--- src/rtl/core/assert_macros.svh ---
// Assertion macros shared by the simplifier RTL.
// Each macro expects a clock named clk and an active-low reset named arst_n in scope.
`ifndef ASSERT_MACROS_SVH
`define ASSERT_MACROS_SVH

// Checks an implication on every clock edge outside reset.
`define ASSERT_CLKD(label, prop, msg) \
	label: assert property (@(posedge clk) disable iff (!arst_n) (prop)) else $error(msg);

// Checks that a condition always holds outside reset.
`define ASSERT_ALWAYS(label, expr, msg) \
	label: assert property (@(posedge clk) disable iff (!arst_n) (expr)) else $error(msg);

`endif

--- src/rtl/core/pss_pkg.sv ---
// Shared types and constants of the polyline slope simplifier.
// No dependencies; used by pss_div and polyline_slope_simplifier_unit.
`default_nettype none

package pss_pkg;

	localparam int DEN_W   = 16;
	localparam int QUO_W   = 24;
	localparam int CNT_W   = 5;
	localparam int RATIO_W = 17;
	localparam int MULT_W  = 16;
	localparam int RUN_W   = 16;

	localparam logic [RUN_W-1:0]   RUN_MAX        = 16'hFFFF;
	localparam logic [MULT_W-1:0]  TOL_MULT_RESET = 16'd256;
	localparam logic [CNT_W-1:0]   RATIO_ITERS    = 5'd16;
	localparam logic [CNT_W-1:0]   TOL_ITERS      = 5'd24;
	localparam logic [RATIO_W-1:0] RATIO_ONE      = 17'h10000;

	typedef struct packed {
		logic [DEN_W-1:0] rem_init;
		logic [QUO_W-1:0] num;
		logic [DEN_W-1:0] den;
		logic [CNT_W-1:0] iters;
	} div_req_t;

	typedef enum logic [5:0] {
		S_IDLE  = 6'b000001,
		S_RDIV  = 6'b000010,
		S_RWAIT = 6'b000100,
		S_TDIV  = 6'b001000,
		S_TWAIT = 6'b010000,
		S_CHECK = 6'b100000
	} pss_state_t;

endpackage

`default_nettype wire

--- src/rtl/core/polyline_slope_simplifier_unit.sv ---
// Top level of the polyline slope simplifier: point intake, sequencer, output register.
// Depends on pss_pkg, pss_div and assert_macros.svh.
//
// Usage:
// Points enter on the in channel (x_coord, y_coord, first_point) with valid/ready; kept
// vertices leave on the out channel (vertex_x, vertex_y). A beat is moved when valid and
// ready are both high. tolerance_mult is written through cfg_wr_en/cfg_wr_data; the user
// must write it only while idle, as the block itself does not enforce this. A first point
// becomes the new anchor and its vertex is shown in the cycle after it is accepted. A point
// equal to the anchor updates only the last point and the run length and leaves the block
// idle. Any other point runs up to two divisions on one shared restoring divider (16 and 24
// quotient bits, one bit per cycle): a diagonal step skips the ratio division, and a run one
// point long skips the tolerance division. The steps are ratio division, wait, tolerance
// division, wait and check. At most one vertex results.
// in_ready is low while a point is being worked on, and also while a finished vertex
// waits in the output register and out_ready is low, so a stalled receiver stalls intake.
// The output register holds its beat until out_ready is seen.
// Reset clears the anchor and last point to (0,0), drops the reference ratio, clears the
// run length and sets tolerance_mult to 256.

`default_nettype none

module polyline_slope_simplifier_unit
	import pss_pkg::*;
#(
	parameter int COORD_BITS = 12
)(
	input  wire logic                  clk,
	input  wire logic                  arst_n,
	input  wire logic                  cfg_wr_en,
	input  wire logic [MULT_W-1:0]     cfg_wr_data,
	input  wire logic                  in_valid,
	output logic                       in_ready,
	input  wire logic [COORD_BITS-1:0] x_coord,
	input  wire logic [COORD_BITS-1:0] y_coord,
	input  wire logic                  first_point,
	output logic                       out_valid,
	input  wire logic                  out_ready,
	output logic [COORD_BITS-1:0]      vertex_x,
	output logic [COORD_BITS-1:0]      vertex_y
);

	`include "assert_macros.svh"

	localparam int CMP_W = QUO_W + 1;

	pss_state_t state_q;

	logic [MULT_W-1:0]     mult_q;
	logic [COORD_BITS-1:0] anchor_x_q, anchor_y_q;
	logic [COORD_BITS-1:0] last_x_q, last_y_q;
	logic [COORD_BITS-1:0] x_q, y_q;
	logic [COORD_BITS-1:0] mx_q, mn_q;
	logic [RATIO_W-1:0]    ref_q;
	logic                  present_q;
	logic [RUN_W-1:0]      run_q;
	logic [RATIO_W-1:0]    ratio_q;
	logic [QUO_W-1:0]      tol_q;
	logic                  out_valid_q;
	logic [COORD_BITS-1:0] vertex_x_q, vertex_y_q;

	logic                  accept;
	logic                  vertex_load;
	logic [COORD_BITS-1:0] dx, dy, mx, mn;
	logic [RUN_W-1:0]      run_next;
	logic [RATIO_W-1:0]    ref_sel;
	logic [CMP_W-1:0]      lo_sum, hi_sum;
	logic                  brk;

	logic                  div_start;
	div_req_t              div_req;
	logic                  div_busy;
	logic                  div_done;
	logic [QUO_W-1:0]      div_quo;

	assign in_ready = (state_q == S_IDLE) && (!out_valid_q || out_ready);
	assign accept   = in_valid && in_ready;

	assign dx = (x_coord > anchor_x_q) ? x_coord - anchor_x_q : anchor_x_q - x_coord;
	assign dy = (y_coord > anchor_y_q) ? y_coord - anchor_y_q : anchor_y_q - y_coord;
	assign mx = (dx > dy) ? dx : dy;
	assign mn = (dx > dy) ? dy : dx;

	assign run_next = (run_q == RUN_MAX) ? run_q : run_q + 1'b1;

	assign ref_sel = present_q ? ref_q : ratio_q;
	assign lo_sum  = CMP_W'(ratio_q) + CMP_W'(tol_q);
	assign hi_sum  = CMP_W'(ref_sel) + CMP_W'(tol_q);
	assign brk     = (lo_sum < CMP_W'(ref_sel)) || (CMP_W'(ratio_q) > hi_sum);

	assign vertex_load = (accept && first_point) || (state_q == S_CHECK && brk);

	always_comb begin
		div_start = 1'b0;
		div_req   = '0;
		unique case (state_q)
			S_RDIV: begin
				div_start        = 1'b1;
				div_req.rem_init = DEN_W'(mn_q);
				div_req.num      = '0;
				div_req.den      = DEN_W'(mx_q);
				div_req.iters    = RATIO_ITERS;
			end
			S_TDIV: begin
				div_start        = (run_q > RUN_W'(1));
				div_req.rem_init = '0;
				div_req.num      = {mult_q, 8'h00};
				div_req.den      = run_q - 1'b1;
				div_req.iters    = TOL_ITERS;
			end
			S_IDLE, S_RWAIT, S_TWAIT, S_CHECK: begin
			end
			default: begin
			end
		endcase
	end

	pss_div u_div (
		.clk      (clk),
		.arst_n   (arst_n),
		.start    (div_start),
		.req      (div_req),
		.busy     (div_busy),
		.done     (div_done),
		.quotient (div_quo)
	);

	always_ff @(posedge clk or negedge arst_n) begin
		if (!arst_n) begin
			state_q     <= S_IDLE;
			mult_q      <= TOL_MULT_RESET;
			anchor_x_q  <= '0;
			anchor_y_q  <= '0;
			last_x_q    <= '0;
			last_y_q    <= '0;
			ref_q       <= '0;
			present_q   <= 1'b0;
			run_q       <= '0;
			out_valid_q <= 1'b0;
		end else begin
			if (cfg_wr_en) begin
				mult_q <= cfg_wr_data;
			end
			out_valid_q <= vertex_load || (out_valid_q && !out_ready);
			unique case (state_q)
				S_IDLE: begin
					if (accept && first_point) begin
						anchor_x_q  <= x_coord;
						anchor_y_q  <= y_coord;
						last_x_q    <= x_coord;
						last_y_q    <= y_coord;
						ref_q       <= '0;
						present_q   <= 1'b0;
						run_q       <= '0;
					end else if (accept) begin
						run_q <= run_next;
						if (mx == '0) begin
							last_x_q <= x_coord;
							last_y_q <= y_coord;
						end else if (mn == mx) begin
							state_q <= S_TDIV;
						end else begin
							state_q <= S_RDIV;
						end
					end
				end
				S_RDIV: begin
					state_q <= S_RWAIT;
				end
				S_RWAIT: begin
					if (div_done) begin
						state_q <= S_TDIV;
					end
				end
				S_TDIV: begin
					state_q <= (run_q > RUN_W'(1)) ? S_TWAIT : S_CHECK;
				end
				S_TWAIT: begin
					if (div_done) begin
						state_q <= S_CHECK;
					end
				end
				S_CHECK: begin
					state_q  <= S_IDLE;
					last_x_q <= x_q;
					last_y_q <= y_q;
					if (brk) begin
						anchor_x_q  <= x_q;
						anchor_y_q  <= y_q;
						ref_q       <= '0;
						present_q   <= 1'b0;
						run_q       <= '0;
					end else begin
						ref_q     <= ratio_q;
						present_q <= 1'b1;
					end
				end
				default: begin
					state_q <= S_IDLE;
				end
			endcase
		end
	end

	always_ff @(posedge clk) begin
		if (accept) begin
			x_q  <= x_coord;
			y_q  <= y_coord;
			mx_q <= mx;
			mn_q <= mn;
		end
		if (accept && first_point) begin
			vertex_x_q <= x_coord;
			vertex_y_q <= y_coord;
		end else if (state_q == S_CHECK && brk) begin
			vertex_x_q <= last_x_q;
			vertex_y_q <= last_y_q;
		end
		if (accept && !first_point && mx != '0 && mn == mx) begin
			ratio_q <= RATIO_ONE;
		end else if (state_q == S_RWAIT && div_done) begin
			ratio_q <= {1'b0, div_quo[RATIO_W-2:0]};
		end
		if (state_q == S_TDIV) begin
			tol_q <= '0;
		end else if (state_q == S_TWAIT && div_done) begin
			tol_q <= div_quo;
		end
	end

	assign out_valid = out_valid_q;
	assign vertex_x  = vertex_x_q;
	assign vertex_y  = vertex_y_q;

	`ASSERT_ALWAYS(a_state_onehot, $onehot(state_q), "sequencer state is not one-hot")
	`ASSERT_CLKD(a_done_in_wait, div_done |-> (state_q == S_RWAIT || state_q == S_TWAIT), "divider result arrived outside a wait state")
	`ASSERT_CLKD(a_ratio_range, (state_q == S_CHECK) |-> (ratio_q <= RATIO_ONE), "slope ratio above one")
	`ASSERT_CLKD(a_idle_divider, (state_q == S_IDLE) |-> !div_busy, "divider busy while idle")

endmodule

`default_nettype wire

--- src/rtl/core/pss_div.sv ---
// Iterative restoring divider, one quotient bit per cycle.
// Depends on pss_pkg and assert_macros.svh.
`default_nettype none

module pss_div
	import pss_pkg::*;
(
	input  wire logic             clk,
	input  wire logic             arst_n,
	input  wire logic             start,
	input  wire div_req_t         req,
	output logic                  busy,
	output logic                  done,
	output logic [QUO_W-1:0]      quotient
);

	`include "assert_macros.svh"

	logic [DEN_W-1:0] rem_q;
	logic [QUO_W-1:0] quo_q;
	logic [DEN_W-1:0] den_q;
	logic [CNT_W-1:0] cnt_q;
	logic             busy_q;
	logic             done_q;

	logic [DEN_W:0]   shifted;
	logic [DEN_W+1:0] diff;
	logic             fits;

	assign shifted = {rem_q, quo_q[QUO_W-1]};
	assign diff    = {1'b0, shifted} - {2'b00, den_q};
	assign fits    = !diff[DEN_W+1];

	always_ff @(posedge clk or negedge arst_n) begin
		if (!arst_n) begin
			busy_q <= 1'b0;
			done_q <= 1'b0;
			cnt_q  <= '0;
		end else if (start) begin
			busy_q <= 1'b1;
			done_q <= 1'b0;
			cnt_q  <= req.iters;
		end else if (busy_q) begin
			cnt_q  <= cnt_q - 1'b1;
			busy_q <= (cnt_q != CNT_W'(1));
			done_q <= (cnt_q == CNT_W'(1));
		end else begin
			done_q <= 1'b0;
		end
	end

	always_ff @(posedge clk) begin
		if (start) begin
			rem_q <= req.rem_init;
			quo_q <= req.num;
			den_q <= req.den;
		end else if (busy_q) begin
			rem_q <= fits ? diff[DEN_W-1:0] : shifted[DEN_W-1:0];
			quo_q <= {quo_q[QUO_W-2:0], fits};
		end
	end

	assign busy     = busy_q;
	assign done     = done_q;
	assign quotient = quo_q;

	`ASSERT_CLKD(a_start_idle, start |-> !busy_q, "divider started while busy")
	`ASSERT_CLKD(a_done_after_busy, done_q |-> $past(busy_q), "done without a preceding run")
	`ASSERT_ALWAYS(a_busy_count, !busy_q || (cnt_q != '0), "busy with an empty count")

endmodule

`default_nettype wire
--- config.mk ---
export PLATFORM = sky130hd
export DESIGN_NAME = polyline_slope_simplifier_unit
export DESIGN_NICKNAME = d
export VERILOG_FILES = /design/src/rtl/core/pss_pkg.sv /design/src/rtl/core/polyline_slope_simplifier_unit.sv /design/src/rtl/core/pss_div.sv
export VERILOG_INCLUDE_DIRS = /design/src /design/src/rtl/core
export SDC_FILE = /design/constraint.sdc
export NUM_CORES = 1
export LEC_CHECK = 0
export ABC_CLOCK_PERIOD_IN_PS = 15960
export BUFFER_PORTS_ARGS = -buffer_cell sky130_fd_sc_hd__buf_2
export CAP_MARGIN = 20
export CORE_MARGIN = 2
export CORE_UTILIZATION = 45
export CTS_CLUSTER_DIAMETER = 200
export DETAILED_ROUTE_END_ITERATION = 10
export PLACE_DENSITY = 0.65
export SLEW_MARGIN = 20
export SYNTH_ARGS = -nofsm -noshare
export SYNTH_HDL_FRONTEND = slang
export SYNTH_SLANG_ARGS = --single-unit
export TNS_END_PERCENT = 100
--- constraint.sdc ---
create_clock -name clk -period 15.96 [get_ports clk]
set_input_delay 2.394 -clock clk [delete_from_list [all_inputs] [get_ports clk]]
set_output_delay 2.394 -clock clk [all_outputs]
set_load 0.05 [all_outputs]
# --- After elaboration in Yosys (flattened, before gate mapping) ---
# Cells that the tools add are included.
op_classes:
  n_addsub: 10
  magnitude_cmp: 6
  eq_ne: 20
  n_mux: 55
  n_reduce_logical: 28
ops:
  columns: ["cell", "count"]
  rows:
  - ["2-to-1 mux 12 bit", 18]
  - ["one-hot mux 57 bit (2 select lines)", 1]
  - ["2-to-1 mux 16 bit", 7]
  - ["one-hot mux 12 bit (2 select lines)", 4]
  - ["2-to-1 mux 17 bit", 3]
  - ["adder 17 x 24 -> 25 bit", 2]
  - ["2-to-1 mux 24 bit", 2]
  - ["subtractor 12 bit", 4]
  - ["greater-than comparator 12 bit", 3]
  - ["2-to-1 mux 6 bit", 6]
  - ["one-hot mux 17 bit (2 select lines)", 1]
  - ["one-hot mux 16 bit (2 select lines)", 1]
  - ["one-hot mux 6 bit (5 select lines)", 1]
  - ["greater-than comparator 17 x 25 -> 1 bit", 1]
  - ["less-than comparator 25 x 17 -> 1 bit", 1]
  - ["subtractor 17 x 16 -> 18 bit", 1]
  - ["adder 16 x 1 -> 16 bit, second input constant", 1]
  - ["equality test 16 bit, second input constant", 1]
  - ["greater-than comparator 16 x 1 -> 1 bit, second input constant", 1]
  - ["subtractor 16 x 1 -> 16 bit, second input constant", 1]
  - ["equality test 12 bit", 1]
  - ["zero test 12 bit", 1]
  - ["nonzero test 12 bit", 1]
  - ["logical AND 1 bit", 10]
  - ["other kinds (24)", 46]
word_totals:
  ff_bits: 281
  in_bits: 46
  out_inout_bits: 26
  wordCells: 143

# --- Depth between registers and ports, before layout ---
depth:
  depth_word: 10
  mapped_depth: 25
  ltp_nobuf: 23

# --- By module ---
# From an unflattened synthesis, not the netlist that was laid out.
hier_totals:
  cells_unflattened: 2130
  area_unflattened_um2: 19745.2
modules_own_cells:
  columns: ["mod", "n_inst", "cells_each", "area_per_inst_um2"]
  rows:
  - ["polyline_slope_simplifier_unit", 1, 1803, 15950.3]
  - ["pss_div", 1, 327, 3794.9]

# --- Least setup slack after synthesis ---
# OpenSTA, ideal clock, no wires.
synth_timing:
  path_kind: "input to register"
  start: "in y_coord[0]"
  end: "reg last_x_q[0]"
  setup_time_ps: 125
  arrival_time_ps: 7392
  path_slack_ps: 8443
  path_stages: 23
  path_cell_list: "inv_1 > ha_1 > inv_1 > fa_1 > a211oi_1 > o211ai_2 > a31oi_4 > nor2_2 > mux2_2 > o21a_1 > or2_2 > ha_1 > and3_1 > nand4_1 > a21oi_1 > a2111oi_0 > nor2_1 > clkbuf_1 > nand4_1 > a22oi_2 > a311oi_4 > buf_6 > mux2_4"
synth_between:
  elab_chain_cells: 7
synth_lines:
  columns: ["item", "line_no", "rtl"]
  rows:
  - ["from (decl)", "polyline_slope_simplifier_unit.sv:35", "input wire logic [COORD_BITS-1:0] y_coord,"]
  - ["subtractor 12 bit / greater-than comparator 12 bit (equally long branches)", "polyline_slope_simplifier_unit.sv:80", "assign dy = (y_coord > anchor_y_q) ? y_coord - anchor_y_q : anchor_y_q - y_coord;"]
  - ["2-to-1 mux 12 bit (*)", "polyline_slope_simplifier_unit.sv:80", null]
  - ["greater-than comparator 12 bit", "polyline_slope_simplifier_unit.sv:81", "assign mx = (dx > dy) ? dx : dy;"]
  - ["2-to-1 mux 12 bit (*)", "polyline_slope_simplifier_unit.sv:81", null]
  - ["zero test 12 bit (*)", "polyline_slope_simplifier_unit.sv:157", "if (mx == '0) begin"]
  - ["!= test 3 x 1 -> 1 bit (no line) (*)", null, null]
  - ["AND reduction 3 bit (no line) (*)", null, null]
  - ["to (signal assigned)", "polyline_slope_simplifier_unit.sv:150", "last_x_q <= x_coord;"]
  - ["to (signal assigned)", "polyline_slope_simplifier_unit.sv:158", "last_x_q <= x_coord;"]
  - ["to (signal assigned)", "polyline_slope_simplifier_unit.sv:185", "last_x_q <= x_q;"]
  - ["to (decl)", "polyline_slope_simplifier_unit.sv:51", "logic [COORD_BITS-1:0] last_x_q, last_y_q;"]
# Mark *: on every way between the ends. The rest lies on a longest branch, timed or not.
# A chain may end at the register's enable or synchronous reset.

# --- Worst setup path in the final report ---
layout_timing:
  start: "in y_coord[0]"
  end: "reg last_x_q[8]"
# Same word-level chain as after synthesis.

==> results.toml <==
[setup_path]
setup.worst_path.end_class = "flop"
cp.arrival_ps = 8690
path_max_fanout = 34
cp_data_required_time_ps = 16360
timing.setup.critical_path_class = "in -> reg"
setup.worst_path.start_class = "input port"

[floorplanning]
die_x_um = 204
placeableCoreArea_mm2 = 0.0397
chipHeight_um = 204
floorplan.initialDensity = 0.455
pin_count = 72
fp-row-count = 73
die_footprint_mm2 = 0.0418

[clock_network]
clock-root-buffer = "clkbuf_16"
clk_pin_slew_ps = 60
cts_resized = 0
cts-root-to-sink-buffers = 3
tritoncts = "done"
worst_skew_pair.late_latency_ps = 550
clkSinkCount = 281
post_cts_repair_timing_setup_buffer_count = 0
clock_tree.htree_level_count = 2
cts-hold-fix-buffers = 0
cts_made_buffers = 34

[synthesis]
synth.area.mux_share = 0.0862
synth_top_cell_by_area = "edfxtp_1"
ys_seq_elements = 281
synth_warnings = 0
synth-edff-count = 128
synth_seq_area_share = 0.413
nets_in_the_synthesized_netlist = 2053
synth.distinct_cells = 93
synthArstFlopShare = 0.399
post_synth.cell_area_avg_um2 = 9.75
synth_top_family_by_area = "compound AO/OA/AOI/OAI gates"
synthesis.instances = 1854
synth.top_cells.by_area = "edfxtp_1 (21%), dfrtp_1 (15%), ha_1 (10%), nand2_1 (4.9%), dfxtp_1 (4.5%)"
fraction_of_the_mapped_netlist_area_in_adder_cells = 0.109
synth_xor_xnor_area_share = 0.0353
synth_top_area_frac = 0.213
syn-cell-area_mm2 = 0.0181
synth_compound_gate_area_share = 0.166
synthFlopType = "edfxtp_1"
yosys.area_share.simple = 0.142

[sta]
timing.max_slew.rel_slack = 0.297
final.hold.worst_slack_ps = 479
clock_skew_ps = 35.8
min_period_over_period = 0.519
unrepaired_setup_endpoints_after_global_routing = "false"
report.final.hold_viol_count = 0
worst_pin_slew_ps = 1050
setup_viol = 0
maxClockFrequency_ghz = 0.121
period_needed_ps = 8290
slew_viols_final = 0
fin_tns_setup_ps = 0

[place]
place.gp.congestion = 0.938
dp.final_hpwl_mm = 31.5
placed_area_mm2 = 0.0188
io_buffer_count = 71

[run_status]
status = "finished clean"

[hold_path]
worstHoldPathType = "reg -> reg"

[layout]
drive_gt1_frac = 0.123
area.growth.synth_to_final_pct = 10.5
fin_area_mm2 = 0.0200
diodes = 0
fin_nets = 2091

[pwr]
ir_worst_vdd_mv = 0.200
power.density_cell_area_mw_per_mm2 = 231
leakage_nw = 8.71

[global_routing]
grt_util_all_layers = 0.215
grt_start_max_net_pins = 70
grt_total_ovfl = 0
first_pass_grt_wire_length_mm = 72.1
vias_in_the_first_global_route = 13668
grt_antenna_before_repair = 3

[route]
route.final.wire_length_mm = 44.1
drt-wirelength-per-cell_um = 18.1
dr.pass1.iters = 5
antenna_violating_nets_post_route = 0
drt-vias-per-instance = 5.63
drt_iter0_markers = 887
drc = 0
num_vias = 13762

[flow_run]
cap_viol_max_count = 0
-- worst max-delay path: stages --
cell,delay (ps)
buf_2,120
inv_1,80
ha_1,160
inv_1,50
fa_1,420
a211oi_1,330
o211ai_2,170
a31oi_4,320
nor2_2,210
mux2_2,330
o21a_1,210
or2_2,320
ha_1,290
and3_1,200
nand4_1,120
a21oi_1,60
a2111oi_0,640
nor2_2,210
buf_4,310
a311oi_2,330
o21ai_2,150
a221oi_4,410
a311oi_4,140
buf_4,340
mux2_4,350
-- sequential cells by signal, summed over array words and instances (netlist names), 6 cells and up --
name and flops:
vertex_y 12, u_div.rem_q 16, last_y_q 12, mult_q 16
run_q 16, ref_q 17, anchor_x_q 12, x_q 12
vertex_x 12, last_x_q 12, ratio_q 17, mn_q 12
mx_q 12, tol_q 24, u_div.den_q 16, y_q 12
state_q 6, u_div.quotient 24, anchor_y_q 12
-- per-stage QoR --
step,utilization,worst slack [ps],power (W),instances
after floorplan,-,8440,0.00314,1854
after global placement,0.473,7270,0.00375,2380
after detailed placement,0.473,7220,0.00379,2380
after CTS,0.502,7760,0.00461,2442
after global routing,0.503,7250,0.00497,2443
final,0.503,7670,0.00462,2443
-- cells in the mapped netlist, types with 14 or more instances --
library cell and count:
nand2_1 237, ha_1 146, o21ai_0 142, edfxtp_1 128, inv_1 123, a21oi_1 119, dfrtp_1 110, nor2_1 97
mux2i_1 67, clkbuf_1 50, xnor2_1 43, a21o_1 42, dfxtp_1 41, mux2_2 32, nand3_1 30, nor3_1 29
xor2_1 28, a31oi_1 22, mux2_4 20, a22o_1 19, mux2_1 19, nand4_1 19, nor2b_1 18, and2_1 16
and3_1 15, a211oi_1 14, buf_2 14, nand2b_1 14, o211ai_1 14
-- power breakdown --
group          switching [W]  internal [W]
clock network       0.000320      0.000473
registers           0.000173       0.00112
logic                0.00154      0.000990
total                0.00203       0.00258
-- final timing paths --
check | slack, ps | cells past startpoint | from | endpoint
max | 7670 | 25 | y_coord[0] | last_x_q[8]$_DFFE_PN0P_
min | 480 | 2 | tol_q[0]$_SDFFE_PN0P_ | tol_q[0]$_SDFFE_PN0P_
max reg2reg | 9290 | 21 | anchor_y_q[8]$_DFFE_PN0P_ | last_x_q[8]$_DFFE_PN0P_
min reg2reg | 480 | 2 | tol_q[0]$_SDFFE_PN0P_ | tol_q[0]$_SDFFE_PN0P_
max in group asynchronous | 12750 | 2 | arst_n | ref_q[0]$_DFFE_PN0P_
min in group asynchronous | 2010 | 1 | arst_n | anchor_x_q[3]$_DFFE_PN0P_
-- cells in the final DEF (no fill, tap or decap), types with 14 or more instances in the layout --
| cell type | count |
|---|---|
| xor2_1 | 28 |
| nor2b_1 | 18 |
| nand2_1 | 234 |
| clkbuf_16 | 35 |
| dfrtp_1 | 110 |
| mux2_2 | 32 |
| mux2i_1 | 67 |
| ha_1 | 146 |
| mux2_4 | 20 |
| xnor2_1 | 43 |
| nor3_1 | 29 |
| buf_2 | 70 |
| o21ai_0 | 142 |
| a31oi_1 | 22 |
| a21o_1 | 42 |
| nand4_1 | 19 |
| o211ai_1 | 14 |
| dfxtp_1 | 41 |
| inv_1 | 122 |
| nand3_1 | 30 |
| edfxtp_1 | 128 |
| a21oi_1 | 119 |
| a22o_1 | 19 |
| mux2_1 | 19 |
| nand2b_1 | 14 |
| nor2_1 | 94 |
| and3_1 | 14 |
| a211oi_1 | 14 |
| and2_1 | 15 |
-- area by class of cell --
class,count,area (um2)
tap,525,657
multi-input combinational,1369,9790
sequential,281,7470
clock inverter,20,239
inverter,123,462
fill,3638,19700
clock buffer,42,902
timing repair buffer,83,468
-- per-layer routing --
layer	track usage	up-vias	share of wire
met1	0.299	6600	0.47
met4	0.0792	6	0.030
met3	0.0340	91	0.045
met5	0	-	0.0010
li1	-	6752	-
met2	0.338	313	0.45
-- kinds of logic after synthesis --
kind of cell,after synthesis
simple gates,540
compound gates,465
flops,281
buf+inv,204
fa+ha+maj,153
mux,139
xor+xnor,72
No activity file was read; power rests on OpenSTA's default activity.
